<file path="config.mk">
export PLATFORM = sky130hd
export DESIGN_NAME = crcf_front
export DESIGN_NICKNAME = d
export VERILOG_FILES = /design/src/rtl/core/assert_macros.svh /design/src/rtl/core/crcf_pkg.sv /design/src/rtl/core/crcf_front.sv
export SDC_FILE = /design/constraint.sdc
export NUM_CORES = 1
export LEC_CHECK = 0
export BUFFER_PORTS_ARGS = -buffer_cell sky130_fd_sc_hd__clkbuf_2
export CAP_MARGIN = 20
export CORE_MARGIN = 5
export CORE_UTILIZATION = 58
export DETAILED_ROUTE_END_ITERATION = 12
export PLACE_DENSITY = 0.8
export SKIP_CTS_REPAIR_TIMING = 1
export SYNTH_ARGS = -nofsm -noshare
export SYNTH_HDL_FRONTEND = slang
export SYNTH_SLANG_ARGS = --single-unit
</file>
<file path="constraint.sdc">
create_clock -name clk -period 10.8 [get_ports clk]
set_clock_uncertainty 0.1 [all_clocks]
set_input_delay 2.16 -clock clk [delete_from_list [all_inputs] [get_ports clk]]
set_output_delay 2.16 -clock clk [all_outputs]
set_load 0.01 [all_outputs]
</file>
<file path="src/rtl/core/assert_macros.svh">
// Assertion macros shared by the fill engine RTL.
// Needs a clk and an active-low rst_n in the including module.
`ifndef ASSERT_MACROS_SVH
`define ASSERT_MACROS_SVH

// Plain property, checked on every rising edge out of reset
`define ASSERT_ALWAYS(label, prop, msg) \
    label: assert property (@(posedge clk) disable iff (!rst_n) (prop)) else $error(msg);

// Antecedent implies consequent in the same cycle
`define ASSERT_IMPL(label, ante, cons, msg) \
    label: assert property (@(posedge clk) disable iff (!rst_n) (ante) |-> (cons)) else $error(msg);

`endif

</file>
<file path="src/rtl/core/crcf_pkg.sv">
// Shared types and constants for the clipped rectangle / circle fill engine.
// No dependencies; every RTL module file refers to this package by scope.
package crcf_pkg;

    // Frame store size
    localparam int MAX_WIDTH  = 256;
    localparam int MAX_HEIGHT = 256;
    localparam int DEPTH      = MAX_WIDTH * MAX_HEIGHT;
    localparam int ADDR_W     = (DEPTH > 1) ? $clog2(DEPTH) : 1;
    localparam int XC_W       = (MAX_WIDTH > 1) ? $clog2(MAX_WIDTH) : 1;
    localparam int YC_W       = (MAX_HEIGHT > 1) ? $clog2(MAX_HEIGHT) : 1;
    localparam int EW_W       = $clog2(MAX_WIDTH + 1);
    localparam int EH_W       = $clog2(MAX_HEIGHT + 1);

    // Field widths
    localparam int OP_W        = 2;
    localparam int COORD_IN_W  = 16;
    localparam int COLOR_W     = 32;
    localparam int PIX_W       = 24;
    localparam int COUNT_W     = 17;
    localparam int CFG_W       = 9;
    localparam int CFG_INDEX_W = 1;

    // Internal arithmetic widths
    localparam int CW     = COORD_IN_W + 2;    // corner math incl. x + 2r
    localparam int SQ_W   = COORD_IN_W + 1;    // offsets from the circle center
    localparam int D2_W   = 2 * COORD_IN_W;    // squared distances and limit
    localparam int MUL_AW = ((YC_W > EW_W) ? YC_W : EW_W) + 1;
    localparam int MUL_W  = (SQ_W > MUL_AW) ? SQ_W : MUL_AW;

    // Command queue
    localparam int QUEUE_DEPTH = 2;
    localparam int QPTR_W      = (QUEUE_DEPTH > 1) ? $clog2(QUEUE_DEPTH) : 1;
    localparam int QCNT_W      = $clog2(QUEUE_DEPTH + 1);

    // Operation codes
    localparam logic [OP_W-1:0] OP_RECT   = 2'd0;
    localparam logic [OP_W-1:0] OP_CIRCLE = 2'd1;
    localparam logic [OP_W-1:0] OP_READ   = 2'd2;

    // Register indexes
    localparam logic [CFG_INDEX_W-1:0] REG_SCREEN_WIDTH  = 1'b0;
    localparam logic [CFG_INDEX_W-1:0] REG_SCREEN_HEIGHT = 1'b1;

    localparam logic [CFG_W-1:0] SCREEN_WIDTH_RESET  = 9'd256;
    localparam logic [CFG_W-1:0] SCREEN_HEIGHT_RESET = 9'd256;

    typedef enum logic [1:0] {
        KIND_NONE,
        KIND_RECT,
        KIND_CIRCLE,
        KIND_READ
    } kind_t;

    typedef struct packed {
        logic [OP_W-1:0]              operation;
        logic signed [COORD_IN_W-1:0] x_first;
        logic signed [COORD_IN_W-1:0] y_first;
        logic signed [COORD_IN_W-1:0] x_second;
        logic signed [COORD_IN_W-1:0] y_second;
        logic signed [COORD_IN_W-1:0] radius;
        logic [COLOR_W-1:0]           fill_color;
    } item_t;

    typedef struct packed {
        logic [PIX_W-1:0]   read_data;
        logic [COUNT_W-1:0] pixels_written;
    } result_t;

    // Classified command, as handed from front to back
    typedef struct packed {
        kind_t                  kind;
        logic [XC_W-1:0]        x0;
        logic [XC_W-1:0]        x1;
        logic [YC_W-1:0]        y0;
        logic [YC_W-1:0]        y1;
        logic [EW_W-1:0]        width;
        logic [EW_W-1:0]        row_skip;
        logic signed [SQ_W-1:0] dx0;
        logic signed [SQ_W-1:0] dy0;
        logic [COORD_IN_W-1:0]  radius;
        logic [PIX_W-1:0]       color;
    } desc_t;

endpackage

</file>
<file path="src/rtl/core/crcf_front.sv">
// Front end: screen size registers, command intake and classification.
// Depends on crcf_pkg; feeds classified commands to crcf_queue.
module crcf_front (
    input  logic                             clk,
    input  logic                             rst_n,
    input  logic                             wr_en,
    input  logic [crcf_pkg::CFG_INDEX_W-1:0] wr_index,
    input  logic [crcf_pkg::CFG_W-1:0]       wr_data,
    input  logic                             start,
    input  crcf_pkg::item_t                  item,
    output logic                             busy,
    input  logic                             clearing,
    input  logic                             q_full,
    output logic                             push,
    output crcf_pkg::desc_t                  push_data
);

    logic [crcf_pkg::CFG_W-1:0] width_reg;
    logic [crcf_pkg::CFG_W-1:0] height_reg;
    logic                       valid_reg;
    crcf_pkg::item_t            item_reg;

    logic [crcf_pkg::EW_W-1:0]       eff_w;
    logic [crcf_pkg::EH_W-1:0]       eff_h;
    logic signed [crcf_pkg::CW-1:0]  w_s, h_s;
    logic signed [crcf_pkg::CW-1:0]  xa, ya, xb, yb, rr;
    logic signed [crcf_pkg::CW-1:0]  lo_x, hi_x, lo_y, hi_y;
    logic signed [crcf_pkg::CW-1:0]  x0c, x1c, y0c, y1c;
    logic                            box_empty;
    logic                            on_screen;
    logic                            accept;

    assign accept = start && !busy;
    assign busy   = clearing || (valid_reg && q_full);
    assign push   = valid_reg && !q_full;

    always_ff @(posedge clk or negedge rst_n)
    begin
        if (!rst_n)
        begin
            width_reg  <= crcf_pkg::SCREEN_WIDTH_RESET;
            height_reg <= crcf_pkg::SCREEN_HEIGHT_RESET;
            valid_reg  <= 1'b0;
            item_reg   <= '0;
        end
        else
        begin
            if (wr_en)
            begin
                case (wr_index)
                    crcf_pkg::REG_SCREEN_WIDTH:  width_reg  <= wr_data;
                    crcf_pkg::REG_SCREEN_HEIGHT: height_reg <= wr_data;
                    default: ;
                endcase
            end
            if (accept)
            begin
                valid_reg <= 1'b1;
                item_reg  <= item;
            end
            else if (push)
            begin
                valid_reg <= 1'b0;
            end
        end
    end

    // Clamp oversize screen to the store size
    always_comb
    begin
        if (32'(width_reg) > crcf_pkg::MAX_WIDTH)
            eff_w = crcf_pkg::EW_W'(crcf_pkg::MAX_WIDTH);
        else
            eff_w = crcf_pkg::EW_W'(width_reg);
        if (32'(height_reg) > crcf_pkg::MAX_HEIGHT)
            eff_h = crcf_pkg::EH_W'(crcf_pkg::MAX_HEIGHT);
        else
            eff_h = crcf_pkg::EH_W'(height_reg);
    end

    always_comb
    begin
        w_s = crcf_pkg::CW'(eff_w);
        h_s = crcf_pkg::CW'(eff_h);
        xa  = crcf_pkg::CW'(item_reg.x_first);
        ya  = crcf_pkg::CW'(item_reg.y_first);
        xb  = crcf_pkg::CW'(item_reg.x_second);
        yb  = crcf_pkg::CW'(item_reg.y_second);
        rr  = crcf_pkg::CW'(item_reg.radius);

        if (item_reg.operation == crcf_pkg::OP_CIRCLE)
        begin
            lo_x = xa;
            lo_y = ya;
            hi_x = xa + rr + rr;
            hi_y = ya + rr + rr;
        end
        else
        begin
            lo_x = (xa < xb) ? xa : xb;
            hi_x = (xa < xb) ? xb : xa;
            lo_y = (ya < yb) ? ya : yb;
            hi_y = (ya < yb) ? yb : ya;
        end

        x0c = (lo_x < 0) ? '0 : lo_x;
        y0c = (lo_y < 0) ? '0 : lo_y;
        x1c = (hi_x > w_s - 1) ? w_s - 1 : hi_x;
        y1c = (hi_y > h_s - 1) ? h_s - 1 : hi_y;
        box_empty = (x0c > x1c) || (y0c > y1c);
        on_screen = (xa >= 0) && (ya >= 0) && (xa < w_s) && (ya < h_s);

        push_data.x0       = crcf_pkg::XC_W'(x0c);
        push_data.x1       = crcf_pkg::XC_W'(x1c);
        push_data.y0       = crcf_pkg::YC_W'(y0c);
        push_data.y1       = crcf_pkg::YC_W'(y1c);
        push_data.width    = eff_w;
        push_data.row_skip = crcf_pkg::EW_W'(w_s - x1c + x0c);
        push_data.dx0      = crcf_pkg::SQ_W'(x0c - xa - rr);
        push_data.dy0      = crcf_pkg::SQ_W'(y0c - ya - rr);
        push_data.radius   = item_reg.radius;
        push_data.color    = item_reg.fill_color[crcf_pkg::COLOR_W-1 -: crcf_pkg::PIX_W];

        case (item_reg.operation)
            crcf_pkg::OP_RECT:
                push_data.kind = box_empty ? crcf_pkg::KIND_NONE : crcf_pkg::KIND_RECT;
            crcf_pkg::OP_CIRCLE:
                push_data.kind = (box_empty || rr < 0) ? crcf_pkg::KIND_NONE
                                                       : crcf_pkg::KIND_CIRCLE;
            crcf_pkg::OP_READ:
            begin
                push_data.kind = on_screen ? crcf_pkg::KIND_READ : crcf_pkg::KIND_NONE;
                push_data.x0   = crcf_pkg::XC_W'(xa);
                push_data.y0   = crcf_pkg::YC_W'(ya);
            end
            default:
                push_data.kind = crcf_pkg::KIND_NONE;
        endcase
    end

endmodule

</file>
==> impl_metrics.toml, run 1 <==
[cts]
clkSinkCount = 125
cts_max_path_buffers = 2
cts-buffers-inserted = 17
cts_max_level = 4
path_clk_slew_ps = 60
worstSkewPairLatency_ps = 430
cts_tree = "done"
root_buffer = "sky130_fd_sc_hd__clkbuf_16"

[worst_hold_path]
hold_path.startpoint = "item_reg[60]"
timing.hold.worst.class = "reg -> reg"

[floorplanning]
die_y_um = 165
overall_die_width_um = 165
die_area_um2 = 27200
initial_standard_cell_utilization_of_the_core_pct = 59.2
boundaryPins = 258
core_area_um2 = 23500
std_cell_rows = 56

[setup_path]
path_buf_inv = 5
r2r_cells = 4
r2r_end = "item_reg[106]"
path_max_fanout = 17
worst-endpoint-arrival_ps = 7990
worst_setup_path_end_kind = "output pin"
cp_top_family = "compound AO/OA/AOI/OAI gates"
reg2reg_from = "valid_reg"
timing.critical_path.from_type = "flip-flop"
crit_top_cell = "sky130_fd_sc_hd__ha_1"
timing.critical_path.slowest_stage_cell = "sky130_fd_sc_hd__a21boi_4"
critical_path.endpoint = "push_data[82]"
timing.critical_path.slowest_cell_delay_ps = 500
cp-startpoint = "item_reg[79]"
path_depth = 33
cp_data_required_time_ps = 8540
reg2reg_setup_slack_ps = 8900
worstSetupPathType = "reg -> out"

[detailed_routing]
dr_total_vias = 12479
antenna_violating_nets_left = 0
drt-wirelength-per-cell_um = 19.1
dr.pass1.iters = 5
postRouteWirelength_um = 40500
first_drt_iteration_drcs = 1068
avgViaCountPerCell = 5.89
drc = 0

[logic_synthesis]
asyncSetResetFlopFracSynth_pct = 100
synthesis.area_per_instance_um2 = 8.76
synth_fp_nets = 1950
netlist_top_cells_area = "sky130_fd_sc_hd__dfrtp_1 22%, sky130_fd_sc_hd__ha_1 17%, sky130_fd_sc_hd__mux2_2 11%, sky130_fd_sc_hd__fa_1 5.7%, sky130_fd_sc_hd__inv_1 4.6%"
syn-cell-area_um2 = 13900
synth-edff-count = 0
synthFlopType = "sky130_fd_sc_hd__dfrtp_1"
synth_seq_area_share_pct = 22.5
netlist_instances = 1591
postSynthRegisterBits = 125
synth_top_cell_area_share_pct = 22.1
synthDistinctLibCells = 72
synth_top_area_cell = "sky130_fd_sc_hd__dfrtp_1"
synth.yosys.warnings = 0

[layout]
flow.area_growth_from_synthesis_pct = 13.6
largest_register_ff_count = 66
final_net_count = 2144
diodes = 0
drive_above_1_share_pct = 25.4

[place]
place.port_buffers = 249
globalplace.congestion = 0.939
detailedPlacementHpwl_um = 32400

[timing]
period_minus_slack_ps = 10250
tns_ps = 0
fmaxAchievable_mhz = 97.5
setup_violations = 0
rsz0062_at_grt = "false"
hold_viol_final = 0
finalMaxSlewViolations = 0
worst_slew_pin_slew_ps = 969
final_min_period_over_clock_period_pct = 94.9
maxSlewHeadroom_pct = 35.4

[global_routing]
grt_pass1_wl_um = 63400
global_route.usage.total_pct = 29.5
grt_max_degree = 76
grt-ovfl-total = 0
grt_antenna_before_repair = 0
vias_in_the_first_global_route = 12302

[run_status]
status = "completed"

[pwr]
p_sw_share_pct = 51.1
reported_net_switching_power_mw = 2.85
internal-power_mw = 2.72
power.share.clock_pct = 10.9
comb_power_share_pct = 76.9
seq_power_share_pct = 12.3
totalPowerFinal_mw = 5.57
vdd_drop_max_v = 0.000348
p_per_area_nw_per_um2 = 352
leakage_nw = 8.08

[run]
cap_viol_max_count = 0
worst register-to-register path, stage by stage (launching register included):
cell                       delay (ps)
sky130_fd_sc_hd__dfrtp_1          350
sky130_fd_sc_hd__nand2_1          100
sky130_fd_sc_hd__nand3b_1         110
sky130_fd_sc_hd__buf_4            630
sky130_fd_sc_hd__mux2_2           490
worst min path at each step:
stage / to / slack [ps] / cells after the start
floorplan: valid_reg / 370 / 2
global route: push_data[14] / 420 / 1
finish: item_reg[60] / 410 / 1
global placement: push_data[21] / 390 / 1
detailed placement: push_data[23] / 390 / 1
CTS: push_data[12] / 410 / 1
cells in the mapped netlist (all sizes together), types with 13 or more instances:
cell,instances
clkbuf,41
a21o,46
nor2b,28
nand3,41
nor2,110
xnor2,42
a31oi,18
nand4,21
a21oi,106
inv,172
nor3,33
buf,50
dfrtp,123
mux2,133
mux2i,21
nand2,94
ha,189
xor2,22
fa,40
o31ai,24
o21ai,97
nand2b,13
per-stage QoR:
stage               hold WS, ps  worst slack (ps)  area (um^2)  util, %  instances
floorplan                   371              1650        13900        -       1591
global placement            387              1090        15200     64.7       2085
detailed placement          392               982        15200     64.7       2085
CTS                         407               489        15800     67.3       2117
global route                422              62.6        15800     67.3       2117
finish                      405               546        15800     67.3       2117
area by class of cell:
type | instances | area, um^2
fillers | 1946 | 7700
inverters | 173 | 649
repair buffers | 266 | 1380
clock inverters | 13 | 153
multi-input cells | 1202 | 9680
flip-flops and latches | 125 | 3130
well taps | 319 | 399
clock buffers | 19 | 453
cell usage in the layout, fill, tap and decap left out, types with 6 or more instances in the layout:
cell type and n:
sky130_fd_sc_hd__a211oi_1 8, sky130_fd_sc_hd__a21boi_0 6, sky130_fd_sc_hd__a21o_1 46, sky130_fd_sc_hd__a21oi_1 106, sky130_fd_sc_hd__a31oi_1 18, sky130_fd_sc_hd__and3_1 9
sky130_fd_sc_hd__buf_4 18, sky130_fd_sc_hd__clkbuf_16 17, sky130_fd_sc_hd__clkbuf_2 248, sky130_fd_sc_hd__dfrtp_1 123, sky130_fd_sc_hd__fa_1 40, sky130_fd_sc_hd__ha_1 189
sky130_fd_sc_hd__inv_1 171, sky130_fd_sc_hd__mux2_2 133, sky130_fd_sc_hd__mux2i_1 21, sky130_fd_sc_hd__nand2_1 94, sky130_fd_sc_hd__nand2b_1 13, sky130_fd_sc_hd__nand3_1 41
sky130_fd_sc_hd__nand4_1 21, sky130_fd_sc_hd__nor2_1 110, sky130_fd_sc_hd__nor2b_1 27, sky130_fd_sc_hd__nor3_1 32, sky130_fd_sc_hd__nor4_1 8, sky130_fd_sc_hd__o211ai_1 6
sky130_fd_sc_hd__o21a_1 10, sky130_fd_sc_hd__o21ai_0 90, sky130_fd_sc_hd__o21ai_1 6, sky130_fd_sc_hd__o21bai_1 7, sky130_fd_sc_hd__o31ai_1 24, sky130_fd_sc_hd__or3_1 9
sky130_fd_sc_hd__xnor2_1 41, sky130_fd_sc_hd__xor2_1 22
power by group through the flow:
| stage | logic [mW] | clock network [mW] | registers, mW |
|---|---|---|---|
| after floorplan | 3.03 | 0 | 0.627 |
| after global placement | 4.11 | 0 | 0.683 |
| after detailed placement | 4.22 | 0 | 0.687 |
| after CTS | 4.25 | 0.612 | 0.679 |
| after global routing | 4.75 | 0.628 | 0.693 |
| final | 4.28 | 0.605 | 0.683 |
cells by family (layout without fill, tap and decap cells):
| group | count (synthesis) | after routing | share of synthesized area [%] |
|---|---|---|---|
| buffers and inverters | 264 | 471 | 8.24 |
| muxes | 154 | 154 | 12.2 |
| and+or+nand+nor | 387 | 387 | 13.3 |
| adders and majority gates | 229 | 229 | 22.7 |
| xor gates and xnor gates | 64 | 64 | 4.07 |
| AOI/OAI and AO/OA | 368 | 368 | 16.9 |
| DFF | 125 | 125 | 22.5 |
metal layers:
metal | track usage (%) | wire (um)
met1 | 39.5 | 17300
met3 | 4.69 | 3080
met2 | 50.1 | 19400
met5 | 0 | 0
met4 | 7.11 | 681
No activity file was read; power rests on OpenSTA's default activity.
==> run 2, diff against run 1 <==
--- a/config.mk
+++ b/config.mk
@@ -11,6 +11,7 @@
 export CORE_UTILIZATION = 58
 export DETAILED_ROUTE_END_ITERATION = 12
 export PLACE_DENSITY = 0.8
+export REMOVE_ABC_BUFFERS = 1
 export SKIP_CTS_REPAIR_TIMING = 1
 export SYNTH_ARGS = -nofsm -noshare
 export SYNTH_HDL_FRONTEND = slang
==> impl_metrics.toml, run 2 (same netlist as run 1, synthesis figures left out) <==
[setup_path]
worst_setup_path_end_kind = "output pin"
timing.critical_path.slowest_cell_delay_ps = 640
r2r_cells = 5
crit_top_cell = "sky130_fd_sc_hd__o21ai_0"
cp_data_required_time_ps = 8540
reg2reg_from = "valid_reg"
timing.critical_path.from_type = "flip-flop"
timing.critical_path.slowest_stage_cell = "sky130_fd_sc_hd__dfrtp_1"
worst-endpoint-arrival_ps = 8030
path_max_fanout = 13
r2r_end = "item_reg[105]"
reg2reg_setup_slack_ps = 8390
worstSetupPathType = "reg -> out"

[pwr]
p_sw_share_pct = 51.4
comb_power_share_pct = 77.4
internal-power_mw = 2.70
reported_net_switching_power_mw = 2.86
leakage_nw = 8.06
seq_power_share_pct = 12.2
p_per_area_nw_per_um2 = 352
power.share.clock_pct = 10.4
vdd_drop_max_v = 0.000318
totalPowerFinal_mw = 5.57

[detailed_routing]
dr_total_vias = 12548
first_drt_iteration_drcs = 866
drc = 0
postRouteWirelength_um = 39800
avgViaCountPerCell = 5.92
antenna_violating_nets_left = 0
drt-wirelength-per-cell_um = 18.8
dr.pass1.iters = 5

[place]
globalplace.congestion = 0.983
place.port_buffers = 249
detailed_place.area_um2 = 15200
detailedPlacementHpwl_um = 31800

[layout]
stdcell_area_um2 = 15800
drive_above_1_share_pct = 25.4
final_common_cell = "sky130_fd_sc_hd__clkbuf_2"
largest_register_ff_count = 66
final_net_count = 2145
final_cell_mix = "248 x sky130_fd_sc_hd__clkbuf_2, 189 x sky130_fd_sc_hd__ha_1, 171 x sky130_fd_sc_hd__inv_1, 133 x sky130_fd_sc_hd__mux2_2, 123 x sky130_fd_sc_hd__dfrtp_1"
flow.area_growth_from_synthesis_pct = 13.6
layout.filler_cells = 1944

[timing]
finalMaxSlewViolations = 0
setup_violations = 0
tns_ps = 0
final_min_period_over_clock_period_pct = 95.3
worst_slew_pin_slew_ps = 1080
maxSlewHeadroom_pct = 27.4
rsz0062_at_grt = "false"
hold_viol_final = 0
period_minus_slack_ps = 10290
fmaxAchievable_mhz = 97.2

[run_status]
status = "completed"

[floorplanning]
core_area_um2 = 23500
die_y_um = 165
initial_standard_cell_utilization_of_the_core_pct = 59.2
die_area_um2 = 27200
overall_die_width_um = 165
std_cell_rows = 56
boundaryPins = 258

[cts]
worstSkewPairLatency_ps = 440
cts_max_level = 4
cts_max_path_buffers = 2
path_clk_slew_ps = 70
cts-buffers-inserted = 17
cts_tree = "done"
clkSinkCount = 125
root_buffer = "sky130_fd_sc_hd__clkbuf_16"

[global_routing]
grt_antenna_before_repair = 1
global_route.usage.total_pct = 29.0
grt-ovfl-total = 0
vias_in_the_first_global_route = 12579
grt_max_degree = 75
grt_pass1_wl_um = 62800

[worst_hold_path]
timing.hold.worst.class = "reg -> reg"
holdPathStages = 1
hold_path.startpoint = "push_data[23]"
worstHoldEndpoint = "push_data[23]"

[run]
cap_viol_max_count = 0
## run 2: cell type report
cell class / count / area (um^2) / share of cell area (%)
inverter: 173 / 649 / 4.10
timing repair buffer: 267 / 1380 / 8.74
antenna: 1 / 2.50 / 0.0158
clock inverter: 13 / 131 / 0.830
multi-input combinational: 1202 / 9700 / 61.2
tap: 319 / 399 / 2.52
sequential: 125 / 3130 / 19.8
clock buffer: 19 / 443 / 2.80
## run 2: worst max path at each step
stage / from / end / slack [ps] / depth (start not counted)
after floorplan: item_reg[98] / push_data[82] / 950 / 32
after global placement: item_reg[98] / push_data[82] / 950 / 35
after detailed placement: item_reg[98] / push_data[82] / 800 / 35
after CTS: item_reg[98] / push_data[82] / 280 / 35
after global routing: push_data[25] / push_data[82] / 50 / 32
final: push_data[25] / push_data[82] / 510 / 32
## run 2: per-stage QoR
stage	util (%)	worst slack, ps	hold slack (ps)	std cells
3_3_place_gp	64.7	955	386	2085
6_report	67.3	512	405	2119
3_5_place_dp	64.7	797	392	2085
5_1_grt	67.3	51.8	414	2119
2_1_floorplan	-	947	371	1500
4_1_cts	67.1	275	408	2117
## run 2: worst max-delay path, delay by kind of cell, from the launching register on
family / cells / cell delay, ps
xor+xnor: 4 / 650
flops: 1 / 640
compound gates: 14 / 3110
buf+inv: 3 / 330
simple gates: 7 / 1400
fa+ha+maj: 4 / 1450
## run 2: routing by layer
layer | global-route usage [%] | wire, um
met1 | 36.8 | 16600
met2 | 49.3 | 18900
met3 | 5.61 | 3000
met4 | 10.3 | 1310
met5 | 0 | 0
## run 2: power by group through the flow
stage / combinational (mW) / sequential (mW) / clock, mW
5_1_grt: 4.78 / 0.691 / 0.607
3_5_place_dp: 4.22 / 0.683 / 0
3_3_place_gp: 4.12 / 0.680 / 0
4_1_cts: 4.27 / 0.676 / 0.587
6_report: 4.31 / 0.680 / 0.580
2_1_floorplan: 2.95 / 0.650 / 0
