### src/rtl/core/assert_macros.svh
// Assertion macros shared by the fill engine RTL.
// Needs a clk and an active-low rst_n in the including module.
`ifndef ASSERT_MACROS_SVH
`define ASSERT_MACROS_SVH

// Plain property, checked on every rising edge out of reset
`define ASSERT_ALWAYS(label, prop, msg) \
    label: assert property (@(posedge clk) disable iff (!rst_n) (prop)) else $error(msg);

// Antecedent implies consequent in the same cycle
`define ASSERT_IMPL(label, ante, cons, msg) \
    label: assert property (@(posedge clk) disable iff (!rst_n) (ante) |-> (cons)) else $error(msg);

`endif

### src/rtl/core/crcf_pkg.sv
// Shared types and constants for the clipped rectangle / circle fill engine.
// No dependencies; every RTL module file refers to this package by scope.
package crcf_pkg;

    // Frame store size
    localparam int MAX_WIDTH  = 256;
    localparam int MAX_HEIGHT = 256;
    localparam int DEPTH      = MAX_WIDTH * MAX_HEIGHT;
    localparam int ADDR_W     = (DEPTH > 1) ? $clog2(DEPTH) : 1;
    localparam int XC_W       = (MAX_WIDTH > 1) ? $clog2(MAX_WIDTH) : 1;
    localparam int YC_W       = (MAX_HEIGHT > 1) ? $clog2(MAX_HEIGHT) : 1;
    localparam int EW_W       = $clog2(MAX_WIDTH + 1);
    localparam int EH_W       = $clog2(MAX_HEIGHT + 1);

    // Field widths
    localparam int OP_W        = 2;
    localparam int COORD_IN_W  = 16;
    localparam int COLOR_W     = 32;
    localparam int PIX_W       = 24;
    localparam int COUNT_W     = 17;
    localparam int CFG_W       = 9;
    localparam int CFG_INDEX_W = 1;

    // Internal arithmetic widths
    localparam int CW     = COORD_IN_W + 2;    // corner math incl. x + 2r
    localparam int SQ_W   = COORD_IN_W + 1;    // offsets from the circle center
    localparam int D2_W   = 2 * COORD_IN_W;    // squared distances and limit
    localparam int MUL_AW = ((YC_W > EW_W) ? YC_W : EW_W) + 1;
    localparam int MUL_W  = (SQ_W > MUL_AW) ? SQ_W : MUL_AW;

    // Command queue
    localparam int QUEUE_DEPTH = 2;
    localparam int QPTR_W      = (QUEUE_DEPTH > 1) ? $clog2(QUEUE_DEPTH) : 1;
    localparam int QCNT_W      = $clog2(QUEUE_DEPTH + 1);

    // Operation codes
    localparam logic [OP_W-1:0] OP_RECT   = 2'd0;
    localparam logic [OP_W-1:0] OP_CIRCLE = 2'd1;
    localparam logic [OP_W-1:0] OP_READ   = 2'd2;

    // Register indexes
    localparam logic [CFG_INDEX_W-1:0] REG_SCREEN_WIDTH  = 1'b0;
    localparam logic [CFG_INDEX_W-1:0] REG_SCREEN_HEIGHT = 1'b1;

    localparam logic [CFG_W-1:0] SCREEN_WIDTH_RESET  = 9'd256;
    localparam logic [CFG_W-1:0] SCREEN_HEIGHT_RESET = 9'd256;

    typedef enum logic [1:0] {
        KIND_NONE,
        KIND_RECT,
        KIND_CIRCLE,
        KIND_READ
    } kind_t;

    typedef struct packed {
        logic [OP_W-1:0]              operation;
        logic signed [COORD_IN_W-1:0] x_first;
        logic signed [COORD_IN_W-1:0] y_first;
        logic signed [COORD_IN_W-1:0] x_second;
        logic signed [COORD_IN_W-1:0] y_second;
        logic signed [COORD_IN_W-1:0] radius;
        logic [COLOR_W-1:0]           fill_color;
    } item_t;

    typedef struct packed {
        logic [PIX_W-1:0]   read_data;
        logic [COUNT_W-1:0] pixels_written;
    } result_t;

    // Classified command, as handed from front to back
    typedef struct packed {
        kind_t                  kind;
        logic [XC_W-1:0]        x0;
        logic [XC_W-1:0]        x1;
        logic [YC_W-1:0]        y0;
        logic [YC_W-1:0]        y1;
        logic [EW_W-1:0]        width;
        logic [EW_W-1:0]        row_skip;
        logic signed [SQ_W-1:0] dx0;
        logic signed [SQ_W-1:0] dy0;
        logic [COORD_IN_W-1:0]  radius;
        logic [PIX_W-1:0]       color;
    } desc_t;

endpackage

### src/rtl/core/crcf_queue.sv
// Short command queue between the front end and the draw engine.
// Depends on crcf_pkg for the command type and depth.
`include "assert_macros.svh"

module crcf_queue (
    input  logic            clk,
    input  logic            rst_n,
    input  logic            push,
    input  crcf_pkg::desc_t push_data,
    output logic            full,
    input  logic            pop,
    output crcf_pkg::desc_t pop_data,
    output logic            empty
);

    crcf_pkg::desc_t                slot_reg [crcf_pkg::QUEUE_DEPTH];
    logic [crcf_pkg::QPTR_W-1:0]    wr_ptr_reg;
    logic [crcf_pkg::QPTR_W-1:0]    rd_ptr_reg;
    logic [crcf_pkg::QCNT_W-1:0]    count_reg;

    localparam logic [crcf_pkg::QPTR_W-1:0] PTR_LAST =
        crcf_pkg::QPTR_W'(crcf_pkg::QUEUE_DEPTH - 1);
    localparam logic [crcf_pkg::QCNT_W-1:0] CNT_FULL =
        crcf_pkg::QCNT_W'(crcf_pkg::QUEUE_DEPTH);

    assign full     = (count_reg == CNT_FULL);
    assign empty    = (count_reg == '0);
    assign pop_data = slot_reg[rd_ptr_reg];

    always_ff @(posedge clk or negedge rst_n)
    begin
        if (!rst_n)
        begin
            wr_ptr_reg <= '0;
            rd_ptr_reg <= '0;
            count_reg  <= '0;
        end
        else
        begin
            if (push)
                wr_ptr_reg <= (wr_ptr_reg == PTR_LAST) ? '0 : wr_ptr_reg + 1'b1;
            if (pop)
                rd_ptr_reg <= (rd_ptr_reg == PTR_LAST) ? '0 : rd_ptr_reg + 1'b1;
            if (push && !pop)
                count_reg <= count_reg + 1'b1;
            else if (pop && !push)
                count_reg <= count_reg - 1'b1;
        end
    end

    always_ff @(posedge clk)
    begin
        if (push)
            slot_reg[wr_ptr_reg] <= push_data;
    end

    `ASSERT_IMPL(a_q_no_underflow, pop, count_reg != '0, "queue popped while empty")
    `ASSERT_IMPL(a_q_no_overflow, push, count_reg != CNT_FULL, "queue pushed while full")
    `ASSERT_ALWAYS(a_q_count_range, count_reg <= CNT_FULL, "queue count out of range")

endmodule

### config.mk
export PLATFORM = sky130hd
export DESIGN_NAME = crcf_queue
export DESIGN_NICKNAME = d
export VERILOG_FILES = /design/src/rtl/core/crcf_pkg.sv /design/src/rtl/core/crcf_queue.sv
export VERILOG_INCLUDE_DIRS = /design/src /design/src/rtl/core
export SDC_FILE = /design/constraint.sdc
export NUM_CORES = 1
export LEC_CHECK = 0
export ABC_AREA = 1
export BUFFER_PORTS_ARGS = -buffer_cell sky130_fd_sc_hd__buf_2
export CORE_ASPECT_RATIO = 1.1
export CORE_MARGIN = 1.5
export CORE_UTILIZATION = 47
export CTS_CLUSTER_DIAMETER = 80
export DETAILED_ROUTE_END_ITERATION = 7
export GPL_TIMING_DRIVEN = 0
export PLACE_DENSITY = 0.84
export SLEW_MARGIN = 20
export SYNTH_ARGS = -nofsm -noshare
export SYNTH_HDL_FRONTEND = slang
export SYNTH_SLANG_ARGS = --single-unit
export TNS_END_PERCENT = 5
### constraint.sdc
create_clock -name clk -period 7.76 [get_ports clk]
set_input_delay 0.388 -clock clk [delete_from_list [all_inputs] [get_ports clk]]
set_output_delay 0.388 -clock clk [all_outputs]
set_load 0.01 [all_outputs]
==> flow_metrics.tcl, run 1 <==
set metrics [dict create \
    yosysWarnings 0 \
    reg2regPathDepth 4 \
    holdPathStages 1 \
    nFillCells 1423 \
    drt-total-wl_um 18000 \
    r2r_slack_ps 5900 \
    ant_nets 0 \
    total_power_uw 4400 \
    clock_sinks 256 \
    via_per_inst 4.94 \
    pwr-share-comb 0.298 \
    antenna_found_initial 1 \
    synth_area_mm2 0.00941 \
    synth_area_per_cell_um2 22.6 \
    grtUsageMet3 0.0562 \
    vdd.ir_drop.worst_uv 255 \
    hold_ws_ps 54.0 \
    synthesis.instances 417 \
    place.gp.congestion 0.760 \
    finalNonFillerCells 978 \
    netlist-cell-type-count 14 \
    ctsLongestPathBuffers 3 \
    p_per_area_mw_per_mm2 367 \
    die_h_um 151 \
    clockPowerShare 0.271 \
    largest_reg_flops 252 \
    setup_tns_ps 0 \
    worst-path-max-fanout 10 \
    fp.coreArea_mm2 0.0197 \
    drc 0 \
    syn-num-nets 548 \
    dr_total_vias 4832 \
    slew_viol_final 0 \
    gr-total-overflow 0 \
    grt_pass1_vias 5120 \
    crit_arrival_ps 1870 \
    fmax_ghz 0.443 \
    cts_tree "built" \
    cts_resized 0 \
    final_util 0.607 \
    multi_input_area_mm2 0.00162 \
    min_from "push_data[42]" \
    end_kind "primary output" \
    io_buffer_count 257 \
    finalNetCount 840 \
    min_path_type "input port to register" \
    grt_util_met1 0.165 \
    ys_seq_elements 256 \
    yosys.area.top_type "edfxtp_1" \
    grt_max_degree 67 \
    start_util 0.477 \
    final.period_utilization 0.291 \
    dpl.hpwl_um 12200 \
    p_sw_frac 0.282 \
    yosys-top-cells-area "edfxtp_1 80%, mux2_2 11%, mux2_4 4.8%, dfrtp_1 1.1%, buf_6 0.60%" \
    relSlewSlack 0.648 \
    tightest_slew_ps 527 \
    htreeDepth 1 \
    startpoint_type "register" \
    setup_viol 0 \
    p_seq_frac 0.431 \
    reg2reg_from "wr_ptr_reg" \
    rsz0062_at_grt "false" \
    row_count 54 \
    ios 258 \
    busiest_layer "met2" \
    hold_viol_final 0 \
    wl_per_cell_um 18.4 \
    fin_worst_skew_ps 14.0 \
    first_pass_iters 4 \
    clkLatencyLatePin_ps 510 \
    placed_cells 932 \
    r2r-end "slot_reg[0][88]" \
    area_delta_synth_final_pct 27.4 \
    synth_top_area_share 0.804 \
    cp_data_required_time_ps 7370 \
    power.switching_uw 1240 \
    die_w_um 138 \
    seq_area_mm2 0.00767 \
    outcome "finished, final reports clean" \
    clk_pin_slew_ps 60 \
    cap_violations 0 \
    cts_buffers 26 \
    clockRootBuffer "clkbuf_16" \
    drive_gt1_frac 0.611 \
    dieArea_mm2 0.0209 \
    post_cts_buffers 0 \
    grt_pass1_wl_um 25800 \
    grtUsageTotal 0.163 \
    intPower_uw 3160 \
    period_minus_slack_ps 2260 \
    p_leak_uw 0.00466 \
    min_delay_worst_endpoint "slot_reg[0][42]" \
    ys_seq_area_frac 0.815 \
    drtIter0Drc 145 \
    use_met2 0.304 \
    path_class "register to primary output" \
]
==> cell usage in the layout (no fill, tap or decap), types with 4 or more instances in the layout <==
| master | synthesis | routed |
|---|---|---|
| edfxtp_1 | 252 | 252 |
| clkbuf_16 | 0 | 27 |
| dfrtp_1 | 4 | 4 |
| mux2_4 | 30 | 30 |
| buf_2 | 9 | 266 |
| buf_6 | 5 | 5 |
| mux2_2 | 96 | 96 |
| inv_1 | 7 | 6 |
| clkinv_2 | 0 | 7 |
| nand2_1 | 5 | 5 |
| buf_12 | 0 | 4 |
==> logic make-up after synthesis <==
| logic type | after synthesis | share of synthesized area |
|---|---|---|
| and+or+nand+nor | 10 | 0.00439 |
| DFF | 256 | 0.815 |
| muxes | 126 | 0.163 |
| adders and majority gates | 1 | 0.00133 |
| buffers and inverters | 21 | 0.0136 |
| xor gates and xnor gates | 3 | 0.00279 |
==> what timing repair did <==
action	CTS	global route
hold buffers	1	0
endpoints found under the hold margin	4	0
setup endpoints to repair	0	0
==> how the worst max path moves through the flow <==
stage               cells past startpoint        from         endpoint
global route                            4  rd_ptr_reg     pop_data[18]
CTS                                     5  rd_ptr_reg     pop_data[74]
floorplan                               2        push   slot_reg[0][0]
detailed placement                      6        push  slot_reg[0][88]
finish                                  4  rd_ptr_reg     pop_data[56]
global placement                        3        push  slot_reg[0][86]
==> critical path, stage by stage, from the launching register on <==
cell and delay, ps:
dfrtp_1 340, buf_6 170, buf_2 310, mux2_2 380, buf_2 140
==> layout make-up <==
class / instances / area share
Tap cell: 252 / 0.0263
Multi-Input combinational cell: 140 / 0.135
Timing Repair Buffer: 264 / 0.119
Buffer: 14 / 0.00846
Inverter: 7 / 0.00282
Clock inverter: 14 / 0.0105
Clock buffer: 30 / 0.0573
Sequential cell: 256 / 0.640
Antenna cell: 1 / 0.000209
==> through the flow <==
step	instance area, um^2	setup WS, ps
final	12000	5500
after global routing	12000	5410
after CTS	12000	5440
after detailed placement	11200	5760
after global placement	11000	-1600
after floorplan	9410	1450
==> synthesized netlist by cell type (all sizes together) <==
library cell,instances
buf,14
dfrtp,4
edfxtp,252
ha,1
inv,7
mux2,126
nand2,5
nand3,1
nand4,1
nor2,3
xnor2,1
xor2,2
==> per-layer routing <==
| metal | vias to the layer above | wire length (um) |
|---|---|---|
| met2 | 191 | 9550 |
| met3 | 48 | 1600 |
| li1 | 2241 | - |
| met1 | 2352 | 6270 |
| met4 | 0 | 562 |
| met5 | - | 0 |
==> power groups by stage <==
stage	clock network [uW]	registers (uW)	logic (uW)
3_5_place_dp	0	1930	1330
4_1_cts	1220	1900	1340
6_report	1190	1900	1310
3_3_place_gp	0	1980	1260
2_1_floorplan	0	1950	823
5_1_grt	1260	1920	1420
No activity file was read; power rests on OpenSTA's default activity.
==> inputs of run 2 (changes only) <==
- clock period: 7.76 -> 2.1 ns (I/O delays scaled with it)
==> run 2 against run 1 <==
Compared with the run above: critical path depth up 1; global-route usage up 2.9 points; non-clock buffer count up 133; total power rose to 3.7 times the previous value; clock-buffer cell count up 5; largest power group unchanged.
==> flow_metrics.tcl, run 2 (same netlist as run 1, synthesis figures left out) <==
set metrics [dict create \
    outcome "finished, final reports clean" \
    ant_nets 0 \
    seq_area_mm2 0.00767 \
    start_util 0.477 \
    clkLatencyLatePin_ps 520 \
    relSlewSlack 0.778 \
    end_kind "primary output" \
    first_pass_iters 5 \
    p_per_area_mw_per_mm2 1230 \
    clockRootBuffer "clkbuf_16" \
    crit_slowest_cell "dfrtp_1" \
    io_buffer_count 257 \
    cts_buffers 26 \
    fin_worst_skew_ps 23.9 \
    drt-total-wl_um 20900 \
    dpl.hpwl_um 12300 \
    min_path_type "input port to register" \
    p_leak_uw 0.00520 \
    timing.critical_path.mode_cell "buf_6" \
    rsz0062_at_grt "false" \
    die_h_um 151 \
    final.period_utilization 0.955 \
    dr_total_vias 5466 \
    worst-path-max-fanout 10 \
    period_minus_slack_ps 2010 \
    ios 258 \
    cts_tree "built" \
    vdd.ir_drop.worst_uv 882 \
    placed_cells 936 \
    grt_max_degree 34 \
    path_class "register to primary output" \
    htreeDepth 1 \
    clock_sinks 256 \
    wl_per_cell_um 18.8 \
    die_w_um 138 \
    fmax_ghz 0.498 \
    hold_viol_final 0 \
    cp_data_required_time_ps 2000 \
    crit_arrival_ps 1900 \
    row_count 54 \
    drc 0 \
    hold_ws_ps 308 \
    nFillCells 1283 \
    cts_resized 0 \
    antenna_found_initial 1 \
    cp_cell_sequence "buf_6 > buf_6 > buf_6 > mux2_4 > buf_2" \
    tightest_slew_ps 332 \
    finalNetCount 973 \
    gr-total-overflow 0 \
    setup_viol 0 \
    cap_violations 0 \
    clk_pin_slew_ps 60 \
    drtIter0Drc 199 \
    via_per_inst 4.92 \
    multi_input_area_mm2 0.00162 \
    place.gp.congestion 0.743 \
    startpoint_type "register" \
    ctsLongestPathBuffers 3 \
    final_cell_mix "266 x buf_2, 252 x edfxtp_1, 130 x dlygate4sd3_1, 96 x mux2_2, 30 x mux2_4" \
    post_cts_buffers 0 \
    slew_viol_final 0 \
    slowest_delay_ps 350 \
    final_common_cell "buf_2" \
    grt_pass1_vias 5924 \
    grtUsageTotal 0.192 \
    grt_pass1_wl_um 30100 \
    drive_gt1_frac 0.518 \
    fp.coreArea_mm2 0.0197 \
    largest_reg_flops 252 \
    dieArea_mm2 0.0209 \
    area_delta_synth_final_pct 41.7 \
    finalNonFillerCells 1112 \
]
==> run 2: per-stage QoR <==
| step | total power (uW) | utilization | TNS [ps] | instance area (um^2) | worst slack [ps] |
|---|---|---|---|---|---|
| after global placement | 11800 | 0.559 | -415640 | 11000 | -1730 |
| after floorplan | 10100 | - | -158220 | 9420 | -645 |
| after global routing | 17200 | 0.675 | 0 | 13300 | 11.5 |
| final | 16400 | 0.675 | 0 | 13300 | 93.8 |
| after detailed placement | 12200 | 0.570 | 0 | 11300 | 294 |
| after CTS | 16500 | 0.675 | 0 | 13300 | 55.7 |
==> run 2: worst paths after layout <==
check                         startpoint              end  slack [ps]  cells after the start
max reg2reg                   wr_ptr_reg   slot_reg[1][9]         270                      5
min                        push_data[73]  slot_reg[1][73]         310                      2
min in group asynchronous          rst_n       rd_ptr_reg         490                      3
max in group asynchronous          rst_n     count_reg[0]        1430                      3
min reg2reg                 count_reg[1]     count_reg[1]         520                      2
max                           rd_ptr_reg     pop_data[83]          90                      5
==> run 2: critical path: cells and delay by family (launching register included) <==
family	cells	cell delay, ps
muxes	1	320
buffers and inverters	4	710
DFF	1	350
==> run 2: timing repair <==
item,4_1_cts,5_1_grt
hold endpoints to repair,259,0
hold buffers,130,0
endpoints found under the setup margin,0,0
==> run 2: layout make-up <==
class | instances | area share
multi-input combinational | 140 | 0.122
inverter | 7 | 0.00225
clock inverter | 10 | 0.00413
timing repair buffer | 397 | 0.211
antenna | 1 | 0.000188
sequential | 256 | 0.575
clock buffer | 35 | 0.0537
buffer | 14 | 0.00760
tap | 252 | 0.0237
==> run 2: routing by layer <==
metal,routed length (um),global-route usage,vias up,part of all wire
li1,-,-,2505,-
met2,11200,0.357,222,0.54
met4,722,0.0750,0,0.035
met3,1510,0.0509,51,0.072
met1,7450,0.205,2688,0.36
met5,0,0,-,0
==> run 2: power breakdown <==
group / leakage (uW) / internal, uW / switching [uW] / total [uW]
sequential: 0.00241 / 6770 / 267 / 7040
combinational: 0.00242 / 2590 / 2680 / 5270
clock: 0.000373 / 2380 / 1770 / 4140
==> inputs of run 3 (changes only) <==
- RECOVER_POWER: default -> 100
==> run 3 against run 2 <==
Compared with the run above: utilization fell by 1.1 points; highest routed layer unchanged; critical endpoint is now pop_data[23]; final area fell by 1.7%; clock power barely moved; final cell count did not move; clock skew rose by 0.60 ps; largest power group unchanged; critical path type unchanged; register-to-register slack got worse by 110 ps; critical path depth fell by 1.
==> flow_metrics.tcl, run 3 (same netlist as run 1, synthesis figures left out) <==
set metrics [dict create \
    tightest_slew_ps 497 \
    rsz0062_at_grt "false" \
    cts_buffers 26 \
    p_leak_uw 0.00483 \
    htreeDepth 1 \
    drive_gt1_frac 0.363 \
    start_util 0.477 \
    final_cell_mix "252 x edfxtp_1, 139 x clkbuf_1, 130 x dlygate4sd3_1, 96 x mux2_2, 74 x clkbuf_2" \
    path_class "register to primary output" \
    p_seq_frac 0.433 \
    busiest_layer "met2" \
    r2r_slack_ps 160 \
    dr_total_vias 5459 \
    wl_per_cell_um 18.8 \
    hold_ws_ps 307 \
    end_kind "primary output" \
    placed_cells 936 \
    post_cts_buffers 0 \
    grt_util_met1 0.205 \
    io_buffer_count 257 \
    worst-path-max-fanout 10 \
    ant_nets 0 \
    holdPathStages 2 \
    nFillCells 1380 \
    die_w_um 138 \
    drt-total-wl_um 20900 \
    finalNonFillerCells 1112 \
    clockPowerShare 0.255 \
    setup_viol 0 \
    cap_violations 0 \
    first_pass_iters 4 \
    clock_sinks 256 \
    row_count 54 \
    dpl.hpwl_um 12300 \
    r2r-end "slot_reg[1][8]" \
    pwr-share-comb 0.312 \
    slew_viol_final 0 \
    cts_tree "built" \
    min_path_type "input port to register" \
    hold_viol_final 0 \
    gr-total-overflow 0 \
    fp.coreArea_mm2 0.0197 \
    intPower_uw 11500 \
    min_from "push_data[73]" \
    period_minus_slack_ps 2010 \
    via_per_inst 4.91 \
    cts_resized 0 \
    finalNetCount 973 \
    relSlewSlack 0.669 \
    outcome "finished, final reports clean" \
    p_per_area_mw_per_mm2 1240 \
    grt_max_degree 34 \
    vdd.ir_drop.worst_uv 881 \
    area_delta_synth_final_pct 39.3 \
    clkLatencyLatePin_ps 520 \
    grtUsageMet3 0.0509 \
    setup_ws_ps 88.5 \
    reg2reg_from "wr_ptr_reg" \
    final_common_cell "edfxtp_1" \
    dieArea_mm2 0.0209 \
    cp_data_required_time_ps 2000 \
    grt_pass1_wl_um 30100 \
    final.period_utilization 0.958 \
    die_h_um 151 \
    crit_arrival_ps 1910 \
    dpl_worst_slack_ps 294 \
    setup_tns_ps 0 \
    place.gp.congestion 0.743 \
    p_sw_frac 0.291 \
    largest_reg_flops 252 \
    clk_pin_slew_ps 60 \
    grtUsageTotal 0.192 \
    reg2regPathDepth 5 \
    final_cell_area_mm2 0.0131 \
    startpoint_type "register" \
    fin_worst_skew_ps 24.5 \
    use_met2 0.357 \
    drc 0 \
    drtIter0Drc 233 \
    grt_pass1_vias 5924 \
    min_delay_worst_endpoint "slot_reg[1][73]" \
    ctsLongestPathBuffers 3 \
    ios 258 \
    clockRootBuffer "clkbuf_16" \
    placed_area_mm2 0.0113 \
    antenna_found_initial 1 \
    fmax_ghz 0.497 \
    power.switching_uw 4730 \
]
run 3: changes by cell type in the layout (fill, tap and decap cells not counted):
cell | previous run | this run
buf_12 | 6 | 3
buf_16 | 4 | 3
buf_2 | 266 | 60
buf_6 | 5 | 6
clkbuf_1 | 7 | 139
clkbuf_2 | 0 | 74
clkbuf_4 | 0 | 3
nand2_1 | 4 | 5
nand2_2 | 1 | 0
run 3: layout make-up:
type / instances / area, um^2 / area share
Antenna cell: 1 / 2.50 / 0.000191
Buffer: 14 / 101 / 0.00773
Clock buffer: 35 / 716 / 0.0546
Clock inverter: 10 / 55.1 / 0.00420
Inverter: 7 / 30.0 / 0.00229
Multi-Input combinational cell: 140 / 1620 / 0.124
Sequential cell: 256 / 7670 / 0.585
Tap cell: 252 / 315 / 0.0241
Timing Repair Buffer: 397 / 2600 / 0.198
run 3: worst max-delay path, stage by stage, from the launching register on:
cell	delay (ps)
dfrtp_1	350
buf_6	180
clkbuf_2	290
mux2_2	410
buf_2	160
run 3: through the flow:
step	total power, uW	utilization
floorplan	10100	-
global placement	11800	0.559
detailed placement	12200	0.570
CTS	16500	0.675
global route	17000	0.664
finish	16300	0.664
run 3: repair_timing:
action	in CTS	in global routing
endpoints found under the setup margin	0	0
hold buffers	130	0
hold endpoints to repair	259	0
run 3: power groups by stage:
stage / combinational, uW / clock [uW] / sequential, uW
2_1_floorplan: 3050 / 0 / 7100
3_3_place_gp: 4680 / 0 / 7160
3_5_place_dp: 5040 / 0 / 7120
4_1_cts: 5260 / 4220 / 7010
5_1_grt: 5460 / 4420 / 7110
6_report: 5080 / 4140 / 7040
run 3: layer usage:
metal  routed length (um)  part of all wire
met1                 7390              0.35
met2                11200              0.54
met3                 1500             0.072
met5                    0                 0
met4                  738             0.035
run 3: worst max path at each step:
stage / from / endpoint / slack [ps] / cells past startpoint
finish: rd_ptr_reg / pop_data[23] / 90 / 4
global route: rd_ptr_reg / pop_data[23] / 8 / 4
CTS: rd_ptr_reg / pop_data[75] / 60 / 5
detailed placement: wr_ptr_reg / slot_reg[1][93] / 290 / 5
global placement: wr_ptr_reg / slot_reg[1][93] / -1730 / 2
floorplan: wr_ptr_reg / slot_reg[1][0] / -640 / 2
